==> src/rtl/arlt_pkg.sv <==
// ============================================================================
// Address range lookup table package
// Shared sizes, operation codes and the types passed between the cells,
// the scan unit and the top level.
// ============================================================================
`default_nettype none

package arlt_pkg;

    // Table geometry.
    localparam int ENTRIES   = 64;
    localparam int IDX_W     = (ENTRIES > 1) ? $clog2(ENTRIES) : 1;
    localparam int CNT_W     = $clog2(ENTRIES + 1);
    localparam int ADDR_W    = 64;
    localparam int OPC_W     = 3;
    localparam int OUT_IDX_W = 6;

    // Operation codes carried on the opcode field.
    localparam logic [OPC_W-1:0] OP_INSERT    = 3'd0;
    localparam logic [OPC_W-1:0] OP_BY_ADDR   = 3'd1;
    localparam logic [OPC_W-1:0] OP_BY_UNWIND = 3'd2;
    localparam logic [OPC_W-1:0] OP_REBASE    = 3'd3;
    localparam logic [OPC_W-1:0] OP_CLEAR     = 3'd4;

    // One stored range.
    typedef struct packed {
        logic [ADDR_W-1:0] begin_addr;
        logic [ADDR_W-1:0] end_addr;
        logic [ADDR_W-1:0] unwind_addr;
    } t_entry;

    // Control from the sequencer to the scan unit.
    typedef struct packed {
        logic start;
        logic step;
        logic by_unwind;
    } t_scan_ctl;

    // Best candidate found so far by the scan unit.
    typedef struct packed {
        logic             have;
        logic [IDX_W-1:0] idx;
        t_entry           entry;
    } t_best;

endpackage

`default_nettype wire

==> src/rtl/arlt_scan.sv <==
// ============================================================================
// Address range lookup table scan unit
// Watches the head cell of the ring while it rotates and keeps the best
// matching entry for either lookup kind.
// ============================================================================
`default_nettype none

module arlt_scan
    import arlt_pkg::*;
(
    input  wire logic              i_clk,
    input  wire logic              i_rst_n,
    input  wire t_scan_ctl         i_ctl,
    input  wire t_entry            i_head,
    input  wire logic [IDX_W-1:0]  i_slot,
    input  wire logic              i_slot_valid,
    input  wire logic [ADDR_W-1:0] i_key,
    output t_best                  o_best
);

    logic             r_have;
    logic [IDX_W-1:0] r_idx;
    t_entry           r_entry;
    logic             w_addr_match;
    logic             w_unwind_match;
    logic             w_take;

    // Greatest nonzero begin not above the key; ties go to the later slot.
    assign w_addr_match = (i_head.begin_addr != '0) && (i_head.begin_addr <= i_key) &&
                          (!r_have || (i_head.begin_addr >= r_entry.begin_addr));

    // Exact unwind match; the later slot overrides an earlier one.
    assign w_unwind_match = (i_head.unwind_addr == i_key);

    assign w_take = i_ctl.step && i_slot_valid &&
                    (i_ctl.by_unwind ? w_unwind_match : w_addr_match);

    // Candidate flag is control state and is cleared on reset and on start.
    always_ff @(posedge i_clk) begin
        if (!i_rst_n) begin
            r_have <= 1'b0;
        end else if (i_ctl.start) begin
            r_have <= 1'b0;
        end else if (w_take) begin
            r_have <= 1'b1;
        end
    end

    // Candidate payload.
    always_ff @(posedge i_clk) begin
        if (w_take) begin
            r_idx   <= i_slot;
            r_entry <= i_head;
        end
    end

    assign o_best.have  = r_have;
    assign o_best.idx   = r_idx;
    assign o_best.entry = r_entry;

endmodule

`default_nettype wire

==> config.mk <==
export PLATFORM = sky130hd
export DESIGN_NAME = arlt_scan
export DESIGN_NICKNAME = d
export VERILOG_FILES = /design/src/rtl/arlt_pkg.sv /design/src/rtl/arlt_scan.sv
export SDC_FILE = /design/constraint.sdc
export NUM_CORES = 1
export LEC_CHECK = 0
export ABC_AREA = 1
export BUFFER_PORTS_ARGS = -buffer_cell sky130_fd_sc_hd__buf_2
export CAP_MARGIN = 20
export CORE_AREA = 2 2 180 182
export DETAILED_ROUTE_END_ITERATION = 7
export DIE_AREA = 0 0 182 184
export PLACE_DENSITY = 0.7
export SYNTH_ARGS = -nofsm -noshare
export SYNTH_HDL_FRONTEND = slang
export SYNTH_SLANG_ARGS = --single-unit
==> constraint.sdc <==
create_clock -name i_clk -period 7.62 [get_ports i_clk]
set_input_delay 0.762 -clock i_clk [delete_from_list [all_inputs] [get_ports i_clk]]
set_output_delay 0.762 -clock i_clk [all_outputs]
set_load 0.01 [all_outputs]
## Word level (Yosys, flattened, before mapping)

Index checks and enable logic that the tools add are counted.

- Add/subtract/negate cells: 0
- $mul: 0
- Divide/modulo/power cells: 0
- $lt $le $gt $ge: 2
- Equal/unequal tests: 1
- Shift operators: 0
- Mux-type cells: 1
- Bitwise operators: 1
- Reductions and logical operators: 8

Operators with widths:

| operator | count |
|---|---|
| equality test 64 bit | 1 |
| greater-or-equal comparator 64 bit | 1 |
| <= comparator 64 bit | 1 |
| nonzero test 64 bit | 1 |
| logical AND 1 bit | 4 |
| OR reduction 2 bit | 1 |
| logical NOT 1 bit | 1 |
| logical OR 1 bit | 1 |
| two-way mux 1 bit | 1 |
| inverter 1 bit | 1 |

- Bits in registers: 199
- Bits in latches: 0
- RAM bits: 0
- Bits in read-only memories: 0
- Word-level logic and storage cells: 18
- Memories: 0

## Longest topological paths before layout

Gate-level depths: netlist of run 1.

- Depth in word-level cells: 5
- Mapped depth: 20
- Gate-level depth less buffers: 20

## Worst setup path before layout of run 1

OpenSTA, ideal clock, no wires.

- Path kind: input port to flip-flop
- Start point: in i_key[53]
- End point: reg r_entry, in the netlist o_best[0], enable pin
- Setup time: 0.550 ns
- Arrival: 5.713 ns
- Data required time: 7.070 ns
- Slack: 1.357 ns
- Stages: 15
- Cell sequence: inv_1 ha_1 a21oi_1 nor2_1 nor3_1 nand2_1 nand2_1 nand2_1 a21oi_1 nand2_1 nand2_1 nand2_1 nand2_1 nand2_2 inv_1

- Word-level cells in the longest chain between the ends: 5
- Elaborated cells between the ends (all ways): 6

RTL lines:

| element | line | RTL |
|---|---|---|
| start: declaration | arlt_scan.sv:17 | `input wire logic [ADDR_W-1:0] i_key,` |
| <= comparator 64 bit | arlt_scan.sv:29 | `assign w_addr_match = (i_head.begin_addr != '0) && (i_head.begin_addr <= i_key) &&` |
| logical AND 1 bit (2 in a row) | arlt_scan.sv:29 |  |
| two-way mux 1 bit (*) | arlt_scan.sv:36 | `(i_ctl.by_unwind ? w_unwind_match : w_addr_match);` |
| logical AND 1 bit (*) | arlt_scan.sv:35 | `assign w_take = i_ctl.step && i_slot_valid &&` |
| named net w_take | arlt_scan.sv:26 | `logic w_take;` |
| end signal: assignment | arlt_scan.sv:53 | `r_entry <= i_head;` |
| end: declaration | arlt_scan.sv:23 | `t_entry r_entry;` |

The timed path passes the listed nets; every way through them passes the cells marked *.
A chain may end at the register's enable or synchronous reset.

## Worst setup path after layout of run 1

- Start point: in i_key[55]
- End point: reg r_entry, in the netlist o_best[84], enable pin

Same word-level chain as after synthesis.

==> impl_metrics.toml, run 1 <==
[critical_path]
worst_setup_path_start_kind = "input port"
critical_path.max_fanout = 122
cp_data_arrival_time_ps = 4050
timing.critical_path.mode_cell = "sky130_fd_sc_hd__nand2_1"
kind_of_capture_point_of_the_worst_setup_path = "flip-flop"
critical_path.cell_chain = "buf_2, inv_1, ha_1, nand2_1, nor2_1, nand4_1, nor3_2, nand4_1, nand2_1, nand2_1, nand2_1, nand2_2, inv_8, buf_4"
timing.critical_path.max_delay_family = "simple AND/OR/NAND/NOR gates"
crit_slowest_cell = "sky130_fd_sc_hd__buf_4"
cp_slowest_stage_delay_ps = 660
rr_startpoint = "o_best[175]"
critPathKind = "in2reg"
timing.critical_path.buf_inv = 4
critical_path_required_ps = 7710
critical_path.startpoint = "i_key[55]"

[die]
die_h_um = 184
io-pin-count = 467
width_of_the_chip_um = 182
starting_utilization_of_the_core_area = 0.329
core_area_mm2 = 0.0314
rows = 65
fp.dieArea_mm2 = 0.0335

[routing]
first_iter_violations = 438
viasPerCell = 4.60
antenna_violating_nets_post_route = 0
route.final.wire_length_um = 30600
via_total_after_detailed_routing = 8269
drcViolationCount = 0
drt-wirelength-per-cell_um = 17.0
firstDrtPassIters = 4

[power]
pwr_density_cell_mw_per_mm2 = 184
power.total_w = 0.00253
max-vdd-ir-drop_v = 0.000138
leakagePower_nw = 6.51

[timing]
postLayoutSetupSlackWorst_ps = 3660
finalWorstPathRequiredPeriod_ps = 3960
grt_setup_unrepaired = "false"
tightest_slew_ps = 907
fin_crit_sh = 0.520
maxClockFrequency_mhz = 253
finalHoldViolations = 0
maxSlewHeadroom = 0.395
finalClockSkew_ps = 17.1
fin_setup_tns_ps = 0
report.final.setup_viol = 0
final-max-slew-violation-count = 0
worst_hold_slack_ps = 477

[run]
maxCapViolations = 0

[grt]
grt_pass1_vias = 8391
largest_net_degree_at_the_start_of_global_routing = 123
antenna_violations_before_repair = 4
grt_util_all_layers = 0.180
grt_overflow = 0
grt_first_pass_wirelength_um = 45800

[clocking]
cts-buffers-inserted = 17
cts.repair.resized = 0
cts.path.max_buffers = 2
htree_num_levels = 4
root_buffer = "sky130_fd_sc_hd__clkbuf_16"
cts_tree = "yes"
post_cts_buffers = 0
clk_transition_reported_paths_ps = 80
post_cts_hold_buffer_count = 0
numClockSinks = 199
clock_latency_ps = 450

[yosys]
synthesis.area_per_instance_um2 = 11.5
synthDistinctLibCells = 29
synthDominantCellAreaShare = 0.576
synth_mux_area_frac = 0
ys_top_cells_by_area = "sky130_fd_sc_hd__edfxtp_1, sky130_fd_sc_hd__ha_1, sky130_fd_sc_hd__inv_1"
dominant_combinational_cell_family_by_area_after_synthesis = "adder cells"
synth_area_in_xor_xnor = 0.0492
netlist_instances = 895
synth_fa_ha_area_frac = 0.155
synthesis.nets = 1291
yosysWarnings = 0
yosys.area_share.simple = 0.114
synth_compound_gate_area_share = 0.0450
synth-seq-area-share = 0.578
syn-cell-area_mm2 = 0.0103
netlist.top_cell.by_area = "sky130_fd_sc_hd__edfxtp_1"
yosys_register_bits = 199

[placement]
number_of_buffer_cells_added_on_primary_ports = 466
gp_routability_congestion = 0.870
sum_of_net_half_perimeters_after_detailed_placement_um = 25200
place_worst_setup_slack_ps = 3050

[final_layout]
final_nets = 1777
area_growth_syn_to_layout_pct = 33.4
multiInputGateArea_mm2 = 0.00375
storage_element_area_mm2 = 0.00597
nFillCells = 2980
drive_above_1_share = 0.370

[status]
outcome = "completed"

[min_path]
worst_hold_startpoint = "i_head[108]"
worst_hold_path_type = "in2reg"
==> layout make-up <==
type,count,area share
flip-flops and latches,199,0.433
multi-input cells,535,0.272
repair buffers,468,0.170
inverters,160,0.0441
well taps,402,0.0365
clock buffers,19,0.0314
clock inverters,13,0.0115
diodes,3,0.000545
==> cell usage in the layout, fill, tap and decap left out, types with 5 or more instances in the layout <==
cell,netlist,final
sky130_fd_sc_hd__buf_2,0,466
sky130_fd_sc_hd__edfxtp_1,198,198
sky130_fd_sc_hd__inv_1,157,156
sky130_fd_sc_hd__nand2_1,144,144
sky130_fd_sc_hd__ha_1,128,128
sky130_fd_sc_hd__xnor2_1,58,58
sky130_fd_sc_hd__a21oi_1,56,56
sky130_fd_sc_hd__nor2_1,50,50
sky130_fd_sc_hd__nand4_1,25,25
sky130_fd_sc_hd__clkbuf_16,0,17
sky130_fd_sc_hd__nor4_1,16,16
sky130_fd_sc_hd__o21ai_0,15,15
sky130_fd_sc_hd__nor3_1,9,9
sky130_fd_sc_hd__nand3_1,6,6
sky130_fd_sc_hd__inv_8,0,5
==> where the power goes <==
part	switching, W	total (W)	internal [W]
clock network	0.000459	0.000928	0.000469
registers	0.00000949	0.00125	0.00124
logic	0.000201	0.000351	0.000150
total	0.000669	0.00253	0.00186
==> cells by family after synthesis <==
kind of cell	count (synthesis)
AND/OR/NAND/NOR	265
flip-flops	199
buffers and inverters	161
adder cells (fa/ha/maj)	128
AO/OA/AOI/OAI	84
XOR/XNOR	58
==> Yosys cell counts (all sizes together) <==
cell and n:
nor3 10, o2111ai 2, or2 4, o21a 4, nand4 26, ha 128, inv 160, nand3 8
nor4 17, edfxtp 198, o21ai 16, a211oi 1, a21o 2, dfxtp 1, nand2 146, nor2 54
xnor2 58, a21oi 59, buf 1
==> per-layer routing <==
metal,track usage,share of wire,wire (um)
met1,0.225,0.42,12800
met2,0.309,0.50,15200
met3,0.0341,0.065,1990
met4,0.0694,0.019,572
met5,0,0.00036,11
==> per-stage QoR <==
| stage | util | area (um2) | instances |
|---|---|---|---|
| 2_1_floorplan | - | 10300 | 895 |
| 3_3_place_gp | 0.420 | 13200 | 1764 |
| 3_5_place_dp | 0.420 | 13200 | 1764 |
| 4_1_cts | 0.439 | 13800 | 1796 |
| 5_1_grt | 0.439 | 13800 | 1798 |
| 6_report | 0.439 | 13800 | 1799 |
==> path summary, 6_finish.rpt <==
kind                  to  slack [ps]  depth (start not counted)
max           o_best[84]        3660                         14
min          o_best[108]         480                          1
max reg2reg   o_best[84]        3880                         13
min reg2reg       r_have         520                          2
==> flip-flops by register name, indices dropped and copies added (netlist names) <==
signal	count
o_best	192
r_idx	6
r_have	1
Power figures use the tool's default switching activity.
==> run 2, diff against run 1 <==
CORE_AREA = 2 2 183 185   (was 2 2 180 182)
DIE_AREA = 0 0 185 187   (was 0 0 182 184)
PLACE_DENSITY = 0.71   (was 0.7)
clock period = 3.4 ns   (was 7.62 ns; I/O delays follow)
==> impl_metrics.toml, run 2 (synthesis gave the netlist of run 1 again) <==
[status]
outcome = "completed"

[placement]
number_of_buffer_cells_added_on_primary_ports = 466
gp_routability_congestion = 0.853
place_worst_setup_slack_ps = 353
place.detailed.instances = 1817
detailed_place.area_mm2 = 0.0133
sum_of_net_half_perimeters_after_detailed_placement_um = 24700

[timing]
grt_setup_unrepaired = "false"
fin_crit_sh = 0.849
finalHoldViolations = 0
final-max-slew-violation-count = 0
postLayoutSetupSlackWorst_ps = 513
maxSlewHeadroom = 0.624
maxClockFrequency_mhz = 346
report.final.setup_viol = 0
finalWorstPathRequiredPeriod_ps = 2890
finalClockSkew_ps = 11.1
fin_setup_tns_ps = 0
tightest_slew_ps = 558

[critical_path]
rr_startpoint = "o_best[150]"
critical_path.max_fanout = 84
worst-r2r-cell-count = 15
critical_path.startpoint = "o_best[150]"
kind_of_capture_point_of_the_worst_setup_path = "flip-flop"
critPathKind = "reg2reg"
worst_setup_path_start_kind = "flip-flop"
cp_data_arrival_time_ps = 2980
r2r_slack_ps = 510
critical_path_required_ps = 3490
rr_endpoint = "o_best[89]"

[grt]
grt_first_pass_wirelength_um = 44900
largest_net_degree_at_the_start_of_global_routing = 85
grt_overflow = 0
grt_pass1_vias = 8315
grt_util_all_layers = 0.172
antenna_violations_before_repair = 3

[routing]
drcViolationCount = 0
first_iter_violations = 337
via_total_after_detailed_routing = 8215
viasPerCell = 4.44
drt-wirelength-per-cell_um = 16.1
antenna_violating_nets_post_route = 0
firstDrtPassIters = 4
route.final.wire_length_um = 29900

[clocking]
post_cts_hold_buffer_count = 0
root_buffer = "sky130_fd_sc_hd__clkbuf_16"
numClockSinks = 199
htree_num_levels = 4
clock_latency_ps = 450
clk_transition_reported_paths_ps = 80
cts-buffers-inserted = 17
post_cts_buffers = 0
cts.path.max_buffers = 2
cts_tree = "yes"
cts.repair.resized = 0

[final_layout]
final_cell_count_no_fill = 1851
area_growth_syn_to_layout_pct = 35.0
nFillCells = 3195
drive_above_1_share = 0.373
layout.cells.most_common = "sky130_fd_sc_hd__buf_2"
final_cell_mix = "sky130_fd_sc_hd__buf_2, sky130_fd_sc_hd__edfxtp_1, sky130_fd_sc_hd__inv_1"
multiInputGateArea_mm2 = 0.00375
max_reg_flops = 192
final_nets = 1784
final_area_mm2 = 0.0139
storage_element_area_mm2 = 0.00597

[min_path]
whs_path_depth = 1
min_to = "o_best[75]"
worst_hold_startpoint = "i_head[75]"
worst_hold_path_type = "in2reg"

[die]
width_of_the_chip_um = 185
fp.dieArea_mm2 = 0.0346
core_area_mm2 = 0.0329
rows = 67
starting_utilization_of_the_core_area = 0.314
io-pin-count = 467
die_h_um = 187

[run]
maxCapViolations = 0

[power]
pwr_density_cell_mw_per_mm2 = 408
power.total_w = 0.00569
max-vdd-ir-drop_v = 0.000336
leakagePower_nw = 6.55
[run 2: critical path, stage by stage, from the launching register on]
cell and delay, ps:
sky130_fd_sc_hd__edfxtp_1 360, sky130_fd_sc_hd__inv_1 60, sky130_fd_sc_hd__ha_1 270, sky130_fd_sc_hd__nand2_1 60
sky130_fd_sc_hd__nor2_1 190, sky130_fd_sc_hd__nand4_1 150, sky130_fd_sc_hd__nor2_1 200, sky130_fd_sc_hd__nand2_1 80
sky130_fd_sc_hd__nand2_1 120, sky130_fd_sc_hd__nand2_1 80, sky130_fd_sc_hd__a21oi_2 170, sky130_fd_sc_hd__nand2_1 70
sky130_fd_sc_hd__nand2_1 70, sky130_fd_sc_hd__nand2_2 80, sky130_fd_sc_hd__clkinvlp_4 120, sky130_fd_sc_hd__buf_12 350
[run 2: power breakdown]
| part | internal, W | leakage, nW | total (W) | switching, W |
|---|---|---|---|---|
| clock | 0.00111 | 0.283 | 0.00210 | 0.000991 |
| sequential | 0.00278 | 1.82 | 0.00280 | 0.0000201 |
| combinational | 0.000345 | 4.45 | 0.000789 | 0.000444 |
[run 2: how the worst max path moves through the flow]
stage / endpoint / slack [ps] / depth (start not counted)
5_1_grt: r_idx[3] / 130 / 15
4_1_cts: o_best[79] / 480 / 15
3_3_place_gp: o_best[1] / 380 / 14
3_5_place_dp: o_best[0] / 350 / 14
2_1_floorplan: o_best[0] / -1470 / 14
6_report: o_best[89] / 510 / 15
[run 2: through the flow]
stage,hold slack [ps],util
finish,58.6,0.424
global route,29.2,0.424
CTS,20.7,0.424
detailed placement,518,0.406
global placement,517,0.406
floorplan,439,-
[run 2: layer usage]
layer,GRT usage,part of all wire
met1,0.204,0.42
met2,0.295,0.49
met3,0.0428,0.070
met4,0.0675,0.025
met5,0,0.00060
[run 2: area by class of cell]
class	instances	area share
antenna	2	0.000359
tap	448	0.0402
inverter	160	0.0433
sequential	199	0.428
timing repair buffer	475	0.177
clock inverter	13	0.0114
multi-input combinational	535	0.269
clock buffer	19	0.0311
