==> src/rtl/arlt_pkg.sv <==
// ============================================================================
// Address range lookup table package
// Shared sizes, operation codes and the types passed between the cells,
// the scan unit and the top level.
// ============================================================================
`default_nettype none

package arlt_pkg;

    // Table geometry.
    localparam int ENTRIES   = 64;
    localparam int IDX_W     = (ENTRIES > 1) ? $clog2(ENTRIES) : 1;
    localparam int CNT_W     = $clog2(ENTRIES + 1);
    localparam int ADDR_W    = 64;
    localparam int OPC_W     = 3;
    localparam int OUT_IDX_W = 6;

    // Operation codes carried on the opcode field.
    localparam logic [OPC_W-1:0] OP_INSERT    = 3'd0;
    localparam logic [OPC_W-1:0] OP_BY_ADDR   = 3'd1;
    localparam logic [OPC_W-1:0] OP_BY_UNWIND = 3'd2;
    localparam logic [OPC_W-1:0] OP_REBASE    = 3'd3;
    localparam logic [OPC_W-1:0] OP_CLEAR     = 3'd4;

    // One stored range.
    typedef struct packed {
        logic [ADDR_W-1:0] begin_addr;
        logic [ADDR_W-1:0] end_addr;
        logic [ADDR_W-1:0] unwind_addr;
    } t_entry;

    // Control from the sequencer to the scan unit.
    typedef struct packed {
        logic start;
        logic step;
        logic by_unwind;
    } t_scan_ctl;

    // Best candidate found so far by the scan unit.
    typedef struct packed {
        logic             have;
        logic [IDX_W-1:0] idx;
        t_entry           entry;
    } t_best;

endpackage

`default_nettype wire

==> src/rtl/arlt_cell.sv <==
// ============================================================================
// Address range lookup table cell
// Holds one entry. It is loaded directly on an insert and otherwise takes
// its neighbor's entry whenever the ring rotates.
// ============================================================================
`default_nettype none

module arlt_cell
    import arlt_pkg::*;
(
    input  wire logic   i_clk,
    input  wire logic   i_shift,
    input  wire t_entry i_shift_data,
    input  wire logic   i_write,
    input  wire t_entry i_write_data,
    output t_entry      o_entry
);

    t_entry r_entry;

    // A direct write wins over a rotation step; the two never coincide.
    always_ff @(posedge i_clk) begin
        if (i_write) begin
            r_entry <= i_write_data;
        end else if (i_shift) begin
            r_entry <= i_shift_data;
        end
    end

    assign o_entry = r_entry;

endmodule

`default_nettype wire

==> config.mk <==
export PLATFORM = sky130hd
export DESIGN_NAME = arlt_cell
export DESIGN_NICKNAME = d
export VERILOG_FILES = /design/src/rtl/arlt_pkg.sv /design/src/rtl/arlt_cell.sv
export SDC_FILE = /design/constraint.sdc
export NUM_CORES = 1
export LEC_CHECK = 0
export BUFFER_PORTS_ARGS = -buffer_cell sky130_fd_sc_hd__buf_2
export CORE_AREA = 2 2 228 230
export DETAILED_ROUTE_END_ITERATION = 8
export DIE_AREA = 0 0 230 232
export HOLD_SLACK_MARGIN = 0.15
export PLACE_DENSITY = 0.35
export SLEW_MARGIN = 20
export SYNTH_ARGS = -nofsm -noshare
export SYNTH_HDL_FRONTEND = slang
export SYNTH_SLANG_ARGS = --single-unit
==> constraint.sdc <==
create_clock -name i_clk -period 4.7 [get_ports i_clk]
set_clock_uncertainty 0.1 [all_clocks]
set_input_delay 0.94 -clock i_clk [delete_from_list [all_inputs] [get_ports i_clk]]
set_output_delay 0.94 -clock i_clk [all_outputs]
set_load 0.005 [all_outputs]
# Word level (Yosys, flattened, before mapping)
# Cells that the tools add are included.
word_totals:
  register_bits: 192
  inputBits: 387
  output_inout_bits: 192
  elab_cells: 6
op_classes:
  n_mux: 2
  reduce_logical: 1
op_table:
  columns: ["operator", "n"]
  rows:
  - ["192-bit two-way mux", 2]
  - ["2-bit nonzero test", 1]

# Logic depth before layout (Yosys ltp)
# Gate-level depths: netlist (run 1).
depth:
  word_depth: 2
  mapped_depth: 3
  ltp_nobuf: 1

# Worst setup path before layout (run 1)
# Ideal clock, no wire load.
synth_timing:
  path_type: "input -> register"
  from: "input port i_write"
  to: "register r_entry (netlist bit o_entry[0]), enable pin"
  setup_time_ns: 0.472
  arrival_ns: 3.602
  required_time_ns: 4.128
  path_slack_ns: 0.526
  cell_stages: 3
  n_path_buf: 2
  path_cell_list: "buf_4 > buf_6 > or2_2"
synth_between:
  elab_chain_len: 1
synth_rtl:
  columns: ["element", "line_no", "text"]
  rows:
  - ["start: declaration", "arlt_cell.sv:14", "input wire logic i_write,"]
  - ["2-bit nonzero test (no line)", null, null]
  - ["end signal: assignment", "arlt_cell.sv:24", "r_entry <= i_write_data;"]
  - ["end signal: assignment", "arlt_cell.sv:26", "r_entry <= i_shift_data;"]
  - ["end: declaration", "arlt_cell.sv:19", "t_entry r_entry;"]
# No other way between the ends.
# A chain may end at the register's enable or synchronous reset.

# Worst setup path after layout (run 1)
layout_timing:
  from: "input port i_write"
  to: "register r_entry (netlist bit o_entry[176]), data pin"
layout_between:
  elab_chain_len: 1
layout_rtl:
  columns: ["element", "line_no", "text"]
  rows:
  - ["192-bit two-way mux", "arlt_cell.sv:23", "if (i_write) begin"]
# No other way between the ends.

==> results of run 1 <==
==> per-layer routing <==
| layer | GRT usage | wire, um | up-vias |
|---|---|---|---|
| met3 | 0.0476 | 2490 | 21 |
| met4 | 0.0435 | 475 | 2 |
| li1 | - | - | 2771 |
| met1 | 0.109 | 10500 | 2784 |
| met2 | 0.186 | 14900 | 292 |
| met5 | 0 | 13 | - |
==> final cells by class <==
| type | instances | area, um^2 | area share |
|---|---|---|---|
| flip-flops and latches | 192 | 5770 | 0.470 |
| repair buffers | 583 | 2980 | 0.243 |
| multi-input cells | 193 | 2170 | 0.177 |
| well taps | 680 | 851 | 0.0693 |
| clock buffers | 19 | 433 | 0.0353 |
| clock inverters | 12 | 70.1 | 0.00571 |
| diodes | 1 | 2.50 | 0.000204 |
==> path summary, 6_finish.rpt <==
| check | end | slack [ns] |
|---|---|---|
| setup / recovery | o_entry[176] | 2.29 |
| hold / removal | o_entry[40] | 0.65 |
==> cells in the final DEF, fill, tap and decap left out, types with 3 or more instances in the layout <==
cell	synthesis	final
sky130_fd_sc_hd__mux2_2	192	192
sky130_fd_sc_hd__clkinv_1	0	4
sky130_fd_sc_hd__edfxtp_1	192	192
sky130_fd_sc_hd__buf_12	0	3
sky130_fd_sc_hd__buf_2	2	577
sky130_fd_sc_hd__clkbuf_16	0	17
sky130_fd_sc_hd__clkinv_2	0	4
==> per-stage QoR <==
stage	utilization	hold slack (ns)	power [W]	cell area (um^2)	worst slack [ns]
after floorplan	-	1.06	0.00242	8150	0.526
after global placement	0.231	1.14	0.00283	11800	1.80
after detailed placement	0.231	1.14	0.00283	11800	1.77
after CTS	0.241	0.593	0.00423	12300	2.32
after global routing	0.241	0.605	0.00434	12300	2.23
final	0.241	0.648	0.00413	12300	2.29
==> power groups by stage <==
stage	Clock (W)	Sequential (W)	Combinational, W
2_1_floorplan	0	0.00222	0.000198
3_3_place_gp	0	0.00219	0.000648
3_5_place_dp	0	0.00219	0.000641
4_1_cts	0.00144	0.00215	0.000643
5_1_grt	0.00148	0.00217	0.000685
6_report	0.00136	0.00215	0.000624
==> cell families (layout without fill, tap and decap cells) <==
logic type | after synthesis | after routing | synth area share
buffers and inverters | 21 | 614 | 0.0266
and+or+nand+nor | 1 | 1 | 0.000768
DFF | 192 | 192 | 0.707
muxes | 192 | 192 | 0.265
other | 0 | 1 | 0
==> summary.txt, run 1 <==
Detailed routing
  • 1st-pass router iterations: 4
  • First-iteration detailed-routing DRC count: around 110
  • Drt total wl: 28.4 mm
  • Number of DRC violations after detailed routing: 0
  • Vias per std cell: approximately 3.5
  • Vias: between 5000 and 6000
  • WL per Instance: around 17 um
  • Number of antenna-violating nets in the routed design: 0

CTS
  • Number of buffers inserted to repair setup after CTS: 0
  • Number of buffers added to fix hold violations after cts: 0
  • CTS tree: done
  • Number of clock sinks: ~190
  • Number of CTS-inserted buffers: 17
  • Master cell of the clock root buffer: sky130_fd_sc_hd__clkbuf_16
  • Maximum buffer depth of the clock tree: 2
  • Post_cts resized: 0
  • Clock-pin transition on the worst setup and hold timing paths: approximately 0.07 ns
  • Number of H-tree levels: 4

Synthesis
  • Most instantiated cells after synthesis: sky130_fd_sc_hd__edfxtp_1 (192), sky130_fd_sc_hd__mux2_2 (192), sky130_fd_sc_hd__buf_6 (17)
  • Number of warnings issued by yosys: 0
  • Distinct cells, synth: 6
  • Number of synthesized register bits: roughly 190
  • Library cell with the largest summed area after synthesis: sky130_fd_sc_hd__edfxtp_1
  • Gate Count Post-Synth: about 400
  • Top area cells in the synthesized netlist: sky130_fd_sc_hd__edfxtp_1 (71%), sky130_fd_sc_hd__mux2_2 (27%), sky130_fd_sc_hd__buf_6 (2.3%)
  • Post-synthesis average cell area: between 20 and 25 um^2
  • Yosys top cell area share: 0.707
  • Top flip-flop cell by instance count after synthesis: sky130_fd_sc_hd__edfxtp_1
  • Post-synthesis instance area: ~0.008 mm^2
  • Seq/Total Area, Yosys: 0.707
  • Nets in the synthesized netlist: a little under 800
  • Number of flops mapped to enable cells by yosys: around 190
  • Async SR Flop Fraction: 0

Final layout
  • Synthesis-to-finish area growth: 50.5%
  • Fraction of final layout cells sized beyond drive strength 1: 0.802
  • Final std cells w/o fill: ~1700
  • Flip-flop count of the largest register, all copies and words added: ~190
  • Filler cell count: 5470
  • Count of nets after finishing: between 1000 and 1500

Floorplan
  • Die width: between 200 and 250 um
  • Placeable core region: just over 0.05 mm^2
  • Count of pins on the block boundary: between 500 and 600
  • Area enclosed by the die boundary: 0.0534 mm^2
  • Starting density of the core: 0.160
  • Height of the chip: between 200 and 250 um
  • Std cell rows: 83

Critical path
  • Path length in cells of the critical path: 3
  • Endpoint arrival time on the critical path: about 2.6 ns
  • First element of the critical path: i_write
  • Worst path buffer plus inverter count: 2
  • Crit-path leading delay family: buffers and inverters
  • Slowest library cell on the worst path: sky130_fd_sc_hd__clkbuf_8
  • Maximum fanout along the worst path: 97
  • Cell-by-cell listing of the critical path: clkbuf_8 -> buf_12 -> mux2_2
  • Sort of element at the end of the critical path: flop
  • Largest incremental delay on the critical path: between 0.4 and 0.5 ns
  • Startpoint types: input pin
  • Critical path class: input pin to flop
  • Data required time at the worst endpoint: 4.84 ns

Placed design
  • Final Wtd Congestion: 0.756
  • Number of input and output port buffers inserted: 578
  • Placed wire-length estimate: approximately 22 mm
  • # placed instances: between 1500 and 2000

Timing
  • Max-slew headroom at the worst pin: 0.516
  • Max-slew violation total from the final report: 0
  • Transition time at the pin with the least slew margin: roughly 0.73 ns
  • Hold violation total from the final report: 0
  • Setup violations, final: 0
  • Setup_tns: 0 ns
  • Unrepaired setup endpoints after global routing: false
  • Period Utilization, post-route: 0.512
  • Post-layout minimum cycle time: roughly 2.4 ns
  • Maximum achievable frequency: 0.415 GHz

Power and ir drop
  • Total power density per cell area: 336 mW/mm^2
  • Sw frac: 0.245
  • Leakage power of the design: between 5 and 6 nW
  • Sequential share of power: 0.520
  • Worst supply voltage drop on vdd: 0.236 mV
  • Share of total power in the clock network: 0.329
  • Cell Int Power: between 0.003 and 0.004 W
  • Relative contribution of combinational cells to total power: 0.151
  • Switching component of the power: 0.00101 W

Global route
  • Initial antenna violation count: 1
  • Pin count of the biggest net entering global routing: 98
  • Total congestion overflow: 0
  • Via count of the first global-routing pass: roughly 6300
  • Wire length of the first global-routing pass: 40.3 mm
  • Total routing resource utilization after global routing: 0.106

Run
  • Number of max-cap violations: 0

Hold path
  • Number of stages on the worst hold path: 2
  • Start point of the worst hold path: i_write_data[40]
  • Worst Hold Class: input pin to flop

Outcome
  • Outcome: finished, final reports clean
(Power assumes the default switching activity.)
==> inputs of run 2 (changes only) <==
==> constraint.sdc (replaced) <==
create_clock -name i_clk -period 2.3 [get_ports i_clk]
set_clock_uncertainty 0.1 [all_clocks]
set_input_delay 0.46 -clock i_clk [delete_from_list [all_inputs] [get_ports i_clk]]
set_output_delay 0.46 -clock i_clk [all_outputs]
set_load 0.005 [all_outputs]
==> run 2 against run 1 <==
Effect of this change: global-route usage rose by 0.77 points; cell area rose by 28%; first-iteration DRC count rose by 69%; clock-buffer cell count fell by 1; cell count rose by 20%; critical path type unchanged; largest power group unchanged.
==> summary.txt, run 2 (synthesis results as in run 1) <==
Final layout
  • Count of nets after finishing: 1704 (+24%)
  • Synthesis-to-finish area growth: 92.9%
  • Commonest non-fill, non-tap cell in the layout: sky130_fd_sc_hd__buf_2
  • Commonest cells after routing, fill and taps aside: sky130_fd_sc_hd__buf_2 (577), sky130_fd_sc_hd__dlygate4sd3_1 (312), sky130_fd_sc_hd__mux2_2 (192), sky130_fd_sc_hd__edfxtp_1 (192), sky130_fd_sc_hd__clkbuf_16 (17)
  • Fraction of final layout cells sized beyond drive strength 1: 0.618 (-0.184)
  • Final cell utilization of the core: 0.309 (+0.0679)
  • Flip-flop count of the largest register, all copies and words added: 192 (unchanged)
  • Summed area of non-filler cells in the final layout: 0.0157 mm^2 (+28%)

Run
  • Number of max-cap violations: 0 (unchanged)

Placed design
  • Final Wtd Congestion: 0.743 (-1.8%)
  • Placed wire-length estimate: 22.5 mm (+2.8%)
  • Number of input and output port buffers inserted: 578 (unchanged)
  • Placed cell areas: 0.0120 mm^2 (+1.7%)

Floorplan
  • Area enclosed by the die boundary: 0.0534 mm^2 (unchanged)
  • Placeable core region: 0.0509 mm^2 (unchanged)
  • Count of pins on the block boundary: 579 (unchanged)
  • Starting density of the core: 0.160 (unchanged)
  • Height of the chip: 232 um (unchanged)
  • Die width: 230 um (unchanged)
  • Std cell rows: 83 (unchanged)

Critical path
  • Largest incremental delay on the critical path: 0.55 ns (+0.13 ns)
  • Critical path class: input pin to flop
  • Startpoint types: input pin
  • Maximum fanout along the worst path: 19 (-80%)
  • Endpoint arrival time on the critical path: 2.07 ns (-0.48 ns)
  • Slowest library cell on the worst path: sky130_fd_sc_hd__dlygate4sd3_1
  • Sort of element at the end of the critical path: flop
  • Cell-by-cell listing of the critical path: clkbuf_8 -> buf_12 -> buf_4 -> mux2_2 -> dlygate4sd3_1
  • Data required time at the worst endpoint: 2.44 ns (-2.40 ns)

CTS
  • Post_cts resized: 0 (unchanged)
  • Master cell of the clock root buffer: sky130_fd_sc_hd__clkbuf_16
  • Number of CTS-inserted buffers: 17 (unchanged)
  • CTS tree: done
  • Number of H-tree levels: 4 (unchanged)
  • Number of buffers added to fix hold violations after cts: 312 (+312)
  • Number of clock sinks: 192 (unchanged)
  • Number of buffers inserted to repair setup after CTS: 0 (unchanged)
  • Maximum buffer depth of the clock tree: 2 (unchanged)
  • Clock-pin transition on the worst setup and hold timing paths: 0.08 ns (about the same)

Global route
  • Fraction of met3 tracks used by global routing: 0.0440 (-0.00368)
  • Met1 track demand over resource: 0.119 (+0.00990)
  • Total routing resource utilization after global routing: 0.113 (+0.00766)
  • Wire length of the first global-routing pass: 45.2 mm (+12%)
  • Total congestion overflow: 0 (unchanged)
  • Initial antenna violation count: 4 (+3)
  • Via count of the first global-routing pass: 7965 (+27%)
  • Grt met2 use: 0.202 (+0.0164)
  • Most used routing layer: met2
  • Pin count of the biggest net entering global routing: 82 (-16%)

Detailed routing
  • Drt total wl: 30.6 mm (+7.8%)
  • Number of antenna-violating nets in the routed design: 0 (unchanged)
  • 1st-pass router iterations: 4 (unchanged)
  • First-iteration detailed-routing DRC count: 191 (+69%)
  • Number of DRC violations after detailed routing: 0 (unchanged)
  • WL per Instance: 15.2 um (-9.9%)
  • Vias: 7221 (+23%)
  • Vias per std cell: 3.59 (+2.8%)

Timing
  • Hold violation total from the final report: 0 (unchanged)
  • Unrepaired setup endpoints after global routing: false
  • Max-slew headroom at the worst pin: 0.653 (+0.137)
  • Post-layout minimum cycle time: 1.93 ns
  • Max-slew violation total from the final report: 0 (unchanged)
  • Maximum achievable frequency: 0.517 GHz
  • Setup violations, final: 0 (unchanged)
  • Setup_tns: 0 ns (unchanged)
  • Transition time at the pin with the least slew margin: 0.521 ns (-0.206 ns)
  • Period Utilization, post-route: 0.841

Hold path
  • Start point of the worst hold path: i_shift_data[22]
  • Terminating pin of the worst hold path: o_entry[22]
  • Number of stages on the worst hold path: 2 (unchanged)
  • Worst Hold Class: input pin to flop

Power and ir drop
  • Leakage power of the design: 6.75 nW (+28%)
  • Total power density per cell area: 609 mW/mm^2 (+81%)
  • Worst supply voltage drop on vdd: 0.444 mV (+88%)

Outcome
  • Outcome: finished, final reports clean
run 2: cell types whose count changed in the layout (fill, tap and decap cells not counted), sizes merged:
cell,before,now
dlygate4sd3,0,312
buf,582,600
clkinv,10,4
bufinv,0,5
inv,2,4
clkbuf,20,19
clkinvlp,0,1
run 2: critical path: cells and delay by family:
family / cells / cell delay (ns)
multiplexers: 1 / 0.35
buffers and inverters: 4 / 1.23
run 2: power breakdown:
group          internal [W]  total, W  switching (W)
Combinational       0.00117   0.00183       0.000658
Sequential          0.00429   0.00439      0.0000934
Clock               0.00193   0.00336        0.00144
run 2: how the worst max path moves through the flow:
stage	startpoint	end	cells after the start
floorplan	i_write	o_entry[0]	3
global placement	i_write	o_entry[23]	4
detailed placement	i_write	o_entry[37]	4
CTS	i_write	o_entry[32]	5
global route	i_write	o_entry[23]	5
finish	i_write	o_entry[23]	5
run 2: final cells by class:
cell class                 instances  area (um^2)
tap                              680          851
antenna                            1         2.50
multi-input combinational        193         2170
sequential                       192         5770
clock buffer                      18          429
timing repair buffer             913         6300
fill                            5299        35200
clock inverter                    14          209
run 2: metrics by stage:
stage / setup slack [ns] / total power (W) / std cells / hold WS, ns
4_1_cts: 0.377 / 0.00980 / 2010 / 0.150
3_5_place_dp: 0.359 / 0.00582 / 1666 / 0.664
2_1_floorplan: -0.345 / 0.00494 / 406 / 0.580
3_3_place_gp: 0.393 / 0.00583 / 1666 / 0.661
5_1_grt: 0.321 / 0.0100 / 2011 / 0.161
6_report: 0.365 / 0.00958 / 2011 / 0.199
run 2: routing by layer:
layer | wire length (um) | part of all wire | vias up
met5 | 39 | 0.0013 | -
met2 | 15900 | 0.52 | 335
met1 | 11400 | 0.37 | 3413
met3 | 2630 | 0.086 | 37
met4 | 629 | 0.021 | 6
li1 | - | - | 3430
